<file path="src/hw/rtl/lsp_pkg.sv">
// Shared types and constants for the lifetime slot pool fader.
package lsp_pkg;

  // Default pool size and the reset value of the minimum lifetime.
  localparam int unsigned DEF_POOL_SLOTS = 32;
  localparam logic [23:0] MIN_LIFE_RESET = 24'd102;

  // Request operation codes.
  localparam logic [1:0] OP_TICK  = 2'd0;
  localparam logic [1:0] OP_SPAWN = 2'd1;
  localparam logic [1:0] OP_CLEAR = 2'd2;

  // Result kinds.
  localparam logic KIND_SPAWN = 1'b0;
  localparam logic KIND_TICK  = 1'b1;

  // Opacity of a slot outside its fade window.
  localparam logic [7:0] OPAQUE = 8'hFF;

  // One stored slot record.
  typedef struct packed {
    logic [23:0] time_left;
    logic [23:0] full_life;
    logic [31:0] id;
    logic [7:0]  opacity;
  } slot_rec_t;

  localparam int unsigned REC_W = $bits(slot_rec_t);

endpackage

</file>
<file path="src/hw/rtl/lsp_ram.sv">
// Generic single-port-write, single-port-read RAM with registered read data.
module lsp_ram #(
  parameter int unsigned WIDTH = 8,
  parameter int unsigned DEPTH = 32,
  localparam int unsigned AW = (DEPTH > 1) ? $clog2(DEPTH) : 1
) (
  input  logic             clk,
  input  logic             we,
  input  logic [AW-1:0]    waddr,
  input  logic [WIDTH-1:0] wdata,
  input  logic [AW-1:0]    raddr,
  output logic [WIDTH-1:0] rdata
);

  logic [WIDTH-1:0] mem [DEPTH];

  // Write port and registered read port.
  always_ff @(posedge clk) begin
    if (we) begin
      mem[waddr] <= wdata;
    end
    rdata <= mem[raddr];
  end

endmodule

</file>
<file path="src/hw/rtl/lifetime_slot_pool_fader_unit.sv">
// Top level of the lifetime slot pool fader.
//
// A request is taken when start is high and busy is low. op selects a tick
// (age every active slot by elapsed), a spawn (grant a slot with lifetime
// life_request, raised to min_lifetime) or a clear (empty the pool).
// Results appear for one cycle each, marked by strobe; last marks the final
// result of a request. The receiver cannot stall, so results are simply
// driven out in order.
// A spawn takes the next unfilled slot while the pool still has one; when
// the pool is full, a one-slot-a-cycle search looks for an inactive slot.
// A tick walks every slot through one shared serial divider: an inactive
// slot is skipped, an active one is read and aged, and a fading one also
// runs the divider; then a second walk reports each aged slot. The walks
// are bound by the single read port of the slot record RAM. A clear and an
// unused op take effect at once with no result. min_lifetime is written
// through cfg_we/cfg_data; the user must write it only while the block is
// idle, as the block itself does not enforce it. Reset empties the pool,
// zeroes the id counter and sets min_lifetime to 102; the slot records need
// no clearing because a slot is read only after a spawn has written it.
module lifetime_slot_pool_fader_unit #(
  parameter int unsigned POOL_SLOTS = lsp_pkg::DEF_POOL_SLOTS
) (
  input  logic        clk,
  input  logic        rst,
  input  logic        start,
  output logic        busy,
  input  logic [1:0]  op,
  input  logic [23:0] elapsed,
  input  logic [23:0] life_request,
  input  logic        cfg_we,
  input  logic [23:0] cfg_data,
  output logic        strobe,
  output logic        kind,
  output logic [4:0]  slot,
  output logic [31:0] entry_id,
  output logic [7:0]  opacity,
  output logic        expired,
  output logic [5:0]  active_count,
  output logic        last
);

  localparam int unsigned SW = (POOL_SLOTS > 1) ? $clog2(POOL_SLOTS) : 1;
  localparam int unsigned CW = $clog2(POOL_SLOTS + 1);
  localparam logic [SW-1:0] LAST_IDX = SW'(POOL_SLOTS - 1);
  localparam logic [CW-1:0] POOL_CNT = CW'(POOL_SLOTS);

  // Sequencer states.
  localparam logic [3:0] ST_IDLE    = 4'd0;
  localparam logic [3:0] ST_SP_SCAN = 4'd1;
  localparam logic [3:0] ST_SP_WR   = 4'd2;
  localparam logic [3:0] ST_TK_SCAN = 4'd3;
  localparam logic [3:0] ST_TK_READ = 4'd4;
  localparam logic [3:0] ST_TK_CALC = 4'd5;
  localparam logic [3:0] ST_TK_DIV  = 4'd6;
  localparam logic [3:0] ST_TK_WR   = 4'd7;
  localparam logic [3:0] ST_EM_SCAN = 4'd8;
  localparam logic [3:0] ST_EM_READ = 4'd9;

  logic [3:0]            state;
  logic [23:0]           min_lifetime;
  logic [CW-1:0]         filled;
  logic [CW-1:0]         act_cnt;
  logic [POOL_SLOTS-1:0] active;
  logic [POOL_SLOTS-1:0] reported;
  logic [POOL_SLOTS-1:0] exp_bits;
  logic [31:0]           next_id;
  logic [SW-1:0]         idx;
  logic [SW-1:0]         sel;
  logic [SW-1:0]         last_slot;
  logic                  any_rep;
  logic [23:0]           elapsed_r;
  logic [23:0]           life;
  lsp_pkg::slot_rec_t    rec;
  lsp_pkg::slot_rec_t    rd_rec;
  lsp_pkg::slot_rec_t    wr_rec;
  logic [23:0]           rem;
  logic [7:0]            nlow;
  logic [7:0]            quo;
  logic [2:0]            step;

  // Record store control.
  logic                  ram_we;
  logic [SW-1:0]         ram_waddr;

  // Tick arithmetic.
  logic [23:0]           remain;
  logic [25:0]           remain4;
  logic [33:0]           numer;
  logic [24:0]           trial;
  logic                  trial_ge;
  logic [24:0]           trial_sub;

  // Zero-extended views for the narrow output fields.
  logic [SW+4:0]         idx_ext;
  logic [SW+4:0]         sel_ext;
  logic [CW+5:0]         cnt_ext;

  logic                  accept;

  assign accept = start && !busy;
  assign busy   = (state != ST_IDLE);

  // Slot records live in one RAM, always read at the walking index.
  lsp_ram #(
    .WIDTH (lsp_pkg::REC_W),
    .DEPTH (POOL_SLOTS)
  ) u_rec_ram (
    .clk   (clk),
    .we    (ram_we),
    .waddr (ram_waddr),
    .wdata (wr_rec),
    .raddr (idx),
    .rdata (rd_rec)
  );

  // Write port selection: a spawn writes the chosen slot, a tick its walker.
  always_comb begin
    ram_we    = 1'b0;
    ram_waddr = idx;
    wr_rec    = rec;
    if (state == ST_SP_WR) begin
      ram_we            = 1'b1;
      ram_waddr         = sel;
      wr_rec.time_left  = life;
      wr_rec.full_life  = life;
      wr_rec.id         = next_id;
      wr_rec.opacity    = lsp_pkg::OPAQUE;
    end else if (state == ST_TK_WR) begin
      ram_we = 1'b1;
    end
  end

  // Remaining time, its fade numerator and one restoring division step.
  assign remain    = rec.time_left - elapsed_r;
  assign remain4   = {remain, 2'b00};
  assign numer     = {remain4, 8'd0} - {8'd0, remain4};
  assign trial     = {rem, nlow[7]};
  assign trial_ge  = (trial >= {1'b0, rec.full_life});
  assign trial_sub = trial - {1'b0, rec.full_life};

  assign idx_ext = {5'd0, idx};
  assign sel_ext = {5'd0, sel};

  // Configuration register.
  always_ff @(posedge clk) begin
    if (rst) begin
      min_lifetime <= lsp_pkg::MIN_LIFE_RESET;
    end else if (cfg_we) begin
      min_lifetime <= cfg_data;
    end
  end

  // Sequencer, pool state and result registers.
  always_ff @(posedge clk) begin
    if (rst) begin
      state    <= ST_IDLE;
      filled   <= '0;
      act_cnt  <= '0;
      active   <= '0;
      reported <= '0;
      next_id  <= '0;
      any_rep  <= 1'b0;
      strobe   <= 1'b0;
    end else begin
      strobe <= 1'b0;
      unique case (state)
        ST_IDLE: begin
          if (accept) begin
            elapsed_r <= elapsed;
            life      <= (life_request > min_lifetime) ? life_request : min_lifetime;
            idx       <= '0;
            unique case (op)
              lsp_pkg::OP_SPAWN: begin
                if (filled < POOL_CNT) begin
                  sel    <= filled[SW-1:0];
                  filled <= filled + 1'b1;
                  state  <= ST_SP_WR;
                end else begin
                  state <= ST_SP_SCAN;
                end
              end
              lsp_pkg::OP_TICK: begin
                reported <= '0;
                any_rep  <= 1'b0;
                state    <= ST_TK_SCAN;
              end
              lsp_pkg::OP_CLEAR: begin
                active  <= '0;
                filled  <= '0;
                act_cnt <= '0;
              end
              default: ;
            endcase
          end
        end

        // Full pool: lowest inactive slot, or slot 0 when all are active.
        ST_SP_SCAN: begin
          if (!active[idx]) begin
            sel   <= idx;
            state <= ST_SP_WR;
          end else if (idx == LAST_IDX) begin
            sel   <= '0;
            state <= ST_SP_WR;
          end else begin
            idx <= idx + 1'b1;
          end
        end

        ST_SP_WR: begin
          active[sel] <= 1'b1;
          next_id     <= next_id + 32'd1;
          strobe      <= 1'b1;
          kind        <= lsp_pkg::KIND_SPAWN;
          slot        <= sel_ext[4:0];
          entry_id    <= next_id;
          opacity     <= lsp_pkg::OPAQUE;
          expired     <= 1'b0;
          last        <= 1'b1;
          if (active[sel]) begin
            active_count <= cnt_ext[5:0];
          end else begin
            act_cnt      <= act_cnt + 1'b1;
            active_count <= cnt_ext[5:0] + 6'd1;
          end
          state <= ST_IDLE;
        end

        // First walk: age each active slot.
        ST_TK_SCAN: begin
          if (active[idx]) begin
            state <= ST_TK_READ;
          end else if (idx == LAST_IDX) begin
            state <= any_rep ? ST_EM_SCAN : ST_IDLE;
            idx   <= '0;
          end else begin
            idx <= idx + 1'b1;
          end
        end

        ST_TK_READ: begin
          rec   <= rd_rec;
          state <= ST_TK_CALC;
        end

        ST_TK_CALC: begin
          if (elapsed_r >= rec.time_left) begin
            rec.time_left <= '0;
            rec.opacity   <= '0;
            active[idx]   <= 1'b0;
            exp_bits[idx] <= 1'b1;
            act_cnt       <= act_cnt - 1'b1;
            state         <= ST_TK_WR;
          end else begin
            rec.time_left <= remain;
            exp_bits[idx] <= 1'b0;
            if (remain4 < {2'b00, rec.full_life}) begin
              rem   <= numer[31:8];
              nlow  <= numer[7:0];
              quo   <= '0;
              step  <= '0;
              state <= ST_TK_DIV;
            end else begin
              rec.opacity <= lsp_pkg::OPAQUE;
              state       <= ST_TK_WR;
            end
          end
        end

        // Serial divider: one quotient bit per cycle.
        ST_TK_DIV: begin
          rem  <= trial_ge ? trial_sub[23:0] : trial[23:0];
          nlow <= {nlow[6:0], 1'b0};
          quo  <= {quo[6:0], trial_ge};
          step <= step + 3'd1;
          if (step == 3'd7) begin
            rec.opacity <= {quo[6:0], trial_ge};
            state       <= ST_TK_WR;
          end
        end

        ST_TK_WR: begin
          reported[idx] <= 1'b1;
          last_slot     <= idx;
          any_rep       <= 1'b1;
          if (idx == LAST_IDX) begin
            idx   <= '0;
            state <= ST_EM_SCAN;
          end else begin
            idx   <= idx + 1'b1;
            state <= ST_TK_SCAN;
          end
        end

        // Second walk: report each aged slot with the final count.
        ST_EM_SCAN: begin
          if (reported[idx]) begin
            state <= ST_EM_READ;
          end else begin
            idx <= idx + 1'b1;
          end
        end

        ST_EM_READ: begin
          strobe       <= 1'b1;
          kind         <= lsp_pkg::KIND_TICK;
          slot         <= idx_ext[4:0];
          entry_id     <= rd_rec.id;
          opacity      <= rd_rec.opacity;
          expired      <= exp_bits[idx];
          active_count <= cnt_ext[5:0];
          last         <= (idx == last_slot);
          if (idx == last_slot) begin
            state <= ST_IDLE;
          end else begin
            idx   <= idx + 1'b1;
            state <= ST_EM_SCAN;
          end
        end

        default: begin
          state <= ST_IDLE;
        end
      endcase
    end
  end

  assign cnt_ext = {6'd0, act_cnt};

endmodule

</file>
<file path="config.mk">
export PLATFORM = sky130hd
export DESIGN_NAME = lifetime_slot_pool_fader_unit
export DESIGN_NICKNAME = d
export VERILOG_FILES = /design/src/hw/rtl/lsp_pkg.sv /design/src/hw/rtl/lsp_ram.sv /design/src/hw/rtl/lifetime_slot_pool_fader_unit.sv
export SDC_FILE = /design/constraint.sdc
export NUM_CORES = 2
export LEC_CHECK = 0
export ABC_CLOCK_PERIOD_IN_PS = 7600
export BUFFER_PORTS_ARGS = -buffer_cell sky130_fd_sc_hd__buf_2
export CAP_MARGIN = 30
export CORE_ASPECT_RATIO = 2
export CORE_MARGIN = 8
export CORE_UTILIZATION = 57
export DETAILED_ROUTE_END_ITERATION = 12
export PLACE_DENSITY = 0.81
export SYNTH_ARGS = -nofsm -noshare
export SYNTH_HDL_FRONTEND = slang
export SYNTH_SLANG_ARGS = --single-unit
</file>
<file path="constraint.sdc">
create_clock -name clk -period 7.6 [get_ports clk]
set_input_delay 1.52 -clock clk [delete_from_list [all_inputs] [get_ports clk]]
set_output_delay 1.52 -clock clk [all_outputs]
set_load 0.005 [all_outputs]
</file>
==> out/qor.txt <==
Dpl ws: 2.00 ns
Drt total wl: 370 mm
Port Buf Inserts: 133
Final setup violation count: 0
Initial DRC Count: 12052
I/O pins: 134
Placed insts: 9715
Syn Area/Cell: 19.1 µm²
Initial core utilization: 57.1%
WP buf/inv: 1
DRC: 2
Total clock buffers created by CTS: 284
Part of the power in registers: 52.7%
# Max-Cap Violations: 0
Critical Path, Cell by Cell: ha_1 > nand4_1 > a21oi_1 > nor3_1 > o31ai_1 > a21o_1 > a21oi_1 > xnor2_1 > ha_1 > a21oi_1 > a21oi_1 > o211ai_1 > a21boi_0 > a311oi_1 > a21oi_1 > o21ai_0 > nand4_1 > a211oi_4 > buf_4
Final Hold Vio Count: 0
Clk sinks: 3319
Final Skew: 0.0732 ns
DR vias/cell: 7.12
Reg2reg start: rec[69]$_DFFE_PP_
Clock Pin Slew Worst Setup and Hold Paths: 0.07 ns
First-pass GRT wire length: 523 mm
Yosys cell types: 78
Peak VDD IR: 0.217 mV
Nets: 7212
Fin crit period: 5.76 ns
Die Y-Extent: 691 µm
CP max stage delay: 0.51 ns
Synthesis-to-layout area growth: 12.0%
Sw Share: 23.0%
Power density over cell area: 272 nW/µm²
Clock tree root buffer cell: clkbuf_16
Psw: 0.00911 W
CORE AREA: 227000 µm²
R2R Path End: nlow[2]$_SDFFCE_PP0P_
Post-CTS Setup Bufs: 0
Main synth FF type: edfxtp_1
Initial antenna violation count: 15
Final worst slack: 1.84 ns
Worst Reg2Reg Path Length in Cells: 19
H-tree level count: 5
Synthesized Nets: 6986
EDFF count, synth: 3093
Worst-Margin Slew: 1.14 ns
Synth async-reset ratio: 0%
WL/cell: 36.2 µm
Pre-antenna DRT Iters: 10
Overall Global Routing Usage: 29.5%
Max-slew headroom: 24.0%
Vias: 72907
Gr ovfl total: 0
Status: finished, violations left
Synth area leader: edfxtp_1
Failing checks: design-rule violations
R2r setup slk: 1.84 ns
Post-CTS Resized: 0
Max-slew violations: 0
Tcrit/Tclk final: 75.7%
Die area: 244000 µm²
Final std cells w/o fill: 10243
Unrepaired setup endpoints after global routing: no
Die Wd: 354 µm
Vias in the first global route: 72995
Cell area after layout: 145000 µm²
Sequential share of the synthesized area: 75.0%
Clk_lat worst skew: 0.87 ns
Hold/Removal Path Class: reg2reg
Syn Std Cell Area: 130000 µm²
Post-DP Area: 136000 µm²
#FFs+latches synth: 3319
Clock Power Share: 38.8%
Yosys warnings: 0
CP endpoint kind: flip-flop
Int Pwr: 0.0305 W
Setup TNS: 0 ns
Filler Cell Count: 14124
Floorplan row count: 248
Clock Path Buffers: 4
WP depth: 19
Antenna viol nets, final: 0
Gate power share: 8.4%
Worst path top cell family by delay: compound AO/OA/AOI/OAI gates
Startpoint types: flip-flop
Layout cells sized above 1: 22.4%
Crit path max-delay cell type: xnor2_1
CP Max Fanout: 40
GP Congestion: 0.950
Critical Path Start: rec[69]$_DFFE_PP_
Mapped Cells: 6786
Final HPWL DP: 178 mm
CTS tree: built
Crit path top cell by count: a21oi_1
Largest net degree at the start of global routing: 138
Crit path DAT: 6.21 ns
Max Fclk: 174 MHz
Post-CTS Hold Fix Bufs: 0
Crit path capture: nlow[2]$_SDFFCE_PP0P_
Synth top area share: 71.5%
Pleak: 46.7 nW
Kind of critical path: reg2reg
Area contributors post-synth: edfxtp_1 72%, mux4_2 13%, dfxtp_1 3.5%
Worst Path Required: 8.06 ns
-- synth_stat cells, types with 26 or more instances --
cell / number
mux4_2: 736
ha_1: 120
nand2_1: 385
a21oi_1: 213
nand2b_1: 33
buf_1: 99
and3_1: 26
mux2_2: 33
o21ai_0: 96
nor2_1: 282
nand4_1: 118
nand3_1: 42
edfxtp_1: 3093
nor3_1: 70
clkbuf_1: 260
inv_1: 117
dfxtp_1: 226
xnor2_1: 54
a22oi_1: 370
a21o_1: 41
xor2_1: 51
o31ai_1: 34
-- state kept, by name (all words and copies together), names as in the netlist, 5 cells and up, named ones only --
name             flops
rem                 24
u_rec_ram.mem     2816
entry_id            32
act_cnt              6
filled               6
quo                  7
idx                  5
min_lifetime        24
last_slot            5
u_rec_ram.rdata     88
active              32
rec                 88
sel                  5
active_count         6
opacity              8
life                24
next_id             32
reported            32
slot                 5
nlow                 6
elapsed_r           24
-- cells in the final DEF (no fill, tap or decap), drive strengths merged, types with 38 or more instances in the layout --
cell and count:
buf 310, xnor2 54, a21o 41, edfxtp 3093, mux4 736, ha 120
nor3 70, clkinv 77, nor2 282, bufinv 38, a22oi 370, nand4 118
xor2 51, dfxtp 226, clkbuf 366, nand2 385, a21oi 214, nand3 42
inv 134, o21ai 99
-- cell families after synthesis --
| logic type | after synthesis | synth area share (%) |
|---|---|---|
| DFF | 3319 | 75.0 |
| and+or+nand+nor | 1061 | 3.76 |
| AOI/OAI and AO/OA | 896 | 4.68 |
| muxes | 793 | 13.2 |
| buffers and inverters | 490 | 1.44 |
| adders and majority gates | 122 | 1.19 |
| xor gates and xnor gates | 105 | 0.708 |
-- per-stage QoR --
stage	hold WS [ns]	power (W)	util, %
finish	0.411	0.0396	63.9
global route	0.414	0.0404	63.9
CTS	0.411	0.0395	63.8
detailed placement	0.389	0.0244	59.6
global placement	0.387	0.0243	59.3
floorplan	0.386	0.0232	-
-- how the worst min path moves through the flow --
stage	start	to	slack, ns	depth (start not counted)
6_report	u_rec_ram.rdata[41]$_DFF_P_	rec[41]$_DFFE_PP_	0.41	0
5_1_grt	u_rec_ram.rdata[41]$_DFF_P_	rec[41]$_DFFE_PP_	0.41	0
4_1_cts	u_rec_ram.rdata[41]$_DFF_P_	rec[41]$_DFFE_PP_	0.41	0
2_1_floorplan	u_rec_ram.rdata[40]$_DFF_P_	rec[40]$_DFFE_PP_	0.39	0
3_3_place_gp	u_rec_ram.rdata[60]$_DFF_P_	rec[60]$_DFFE_PP_	0.39	0
3_5_place_dp	u_rec_ram.rdata[58]$_DFF_P_	rec[58]$_DFFE_PP_	0.39	0
-- power by group through the flow --
stage / sequential [W] / combinational [W] / clock, W
3_5_place_dp: 0.0212 / 0.00320 / 0
5_1_grt: 0.0209 / 0.00349 / 0.0160
6_report: 0.0209 / 0.00334 / 0.0154
3_3_place_gp: 0.0212 / 0.00304 / 0
4_1_cts: 0.0209 / 0.00325 / 0.0154
2_1_floorplan: 0.0211 / 0.00208 / 0
-- worst reg2reg max path: stages, from the launching register on --
cell      delay (ns)
edfxtp_1        0.41
ha_1            0.42
nand4_1         0.15
a21oi_1         0.32
nor3_1          0.15
o31ai_1         0.47
a21o_1          0.19
a21oi_1         0.07
xnor2_1         0.51
ha_1            0.38
a21oi_1         0.16
a21oi_1         0.09
o211ai_1        0.15
a21boi_0        0.10
a311oi_1        0.35
a21oi_1         0.12
o21ai_0         0.22
nand4_1         0.31
a211oi_4        0.32
buf_4           0.48
-- layout make-up --
| cell class | instances | area [µm²] | area share, % |
|---|---|---|---|
| Sequential cell | 3319 | 97400 | 67.0 |
| Multi-Input combinational cell | 2977 | 31100 | 21.4 |
| Clock buffer | 365 | 7820 | 5.38 |
| Tap cell | 3000 | 3750 | 2.58 |
| Timing Repair Buffer | 311 | 3070 | 2.11 |
| Clock inverter | 145 | 1810 | 1.25 |
| Inverter | 119 | 447 | 0.307 |
| Antenna cell | 7 | 17.5 | 0.0120 |
-- per-layer routing --
metal	global-route usage, %	up-vias	part of all wire [%]
li1	-	28090	-
met1	37.9	36912	33
met2	46.9	6543	48
met3	7.17	1348	13
met4	15.3	14	6.0
met5	0	-	0.025
No activity file was read; power rests on OpenSTA's default activity.
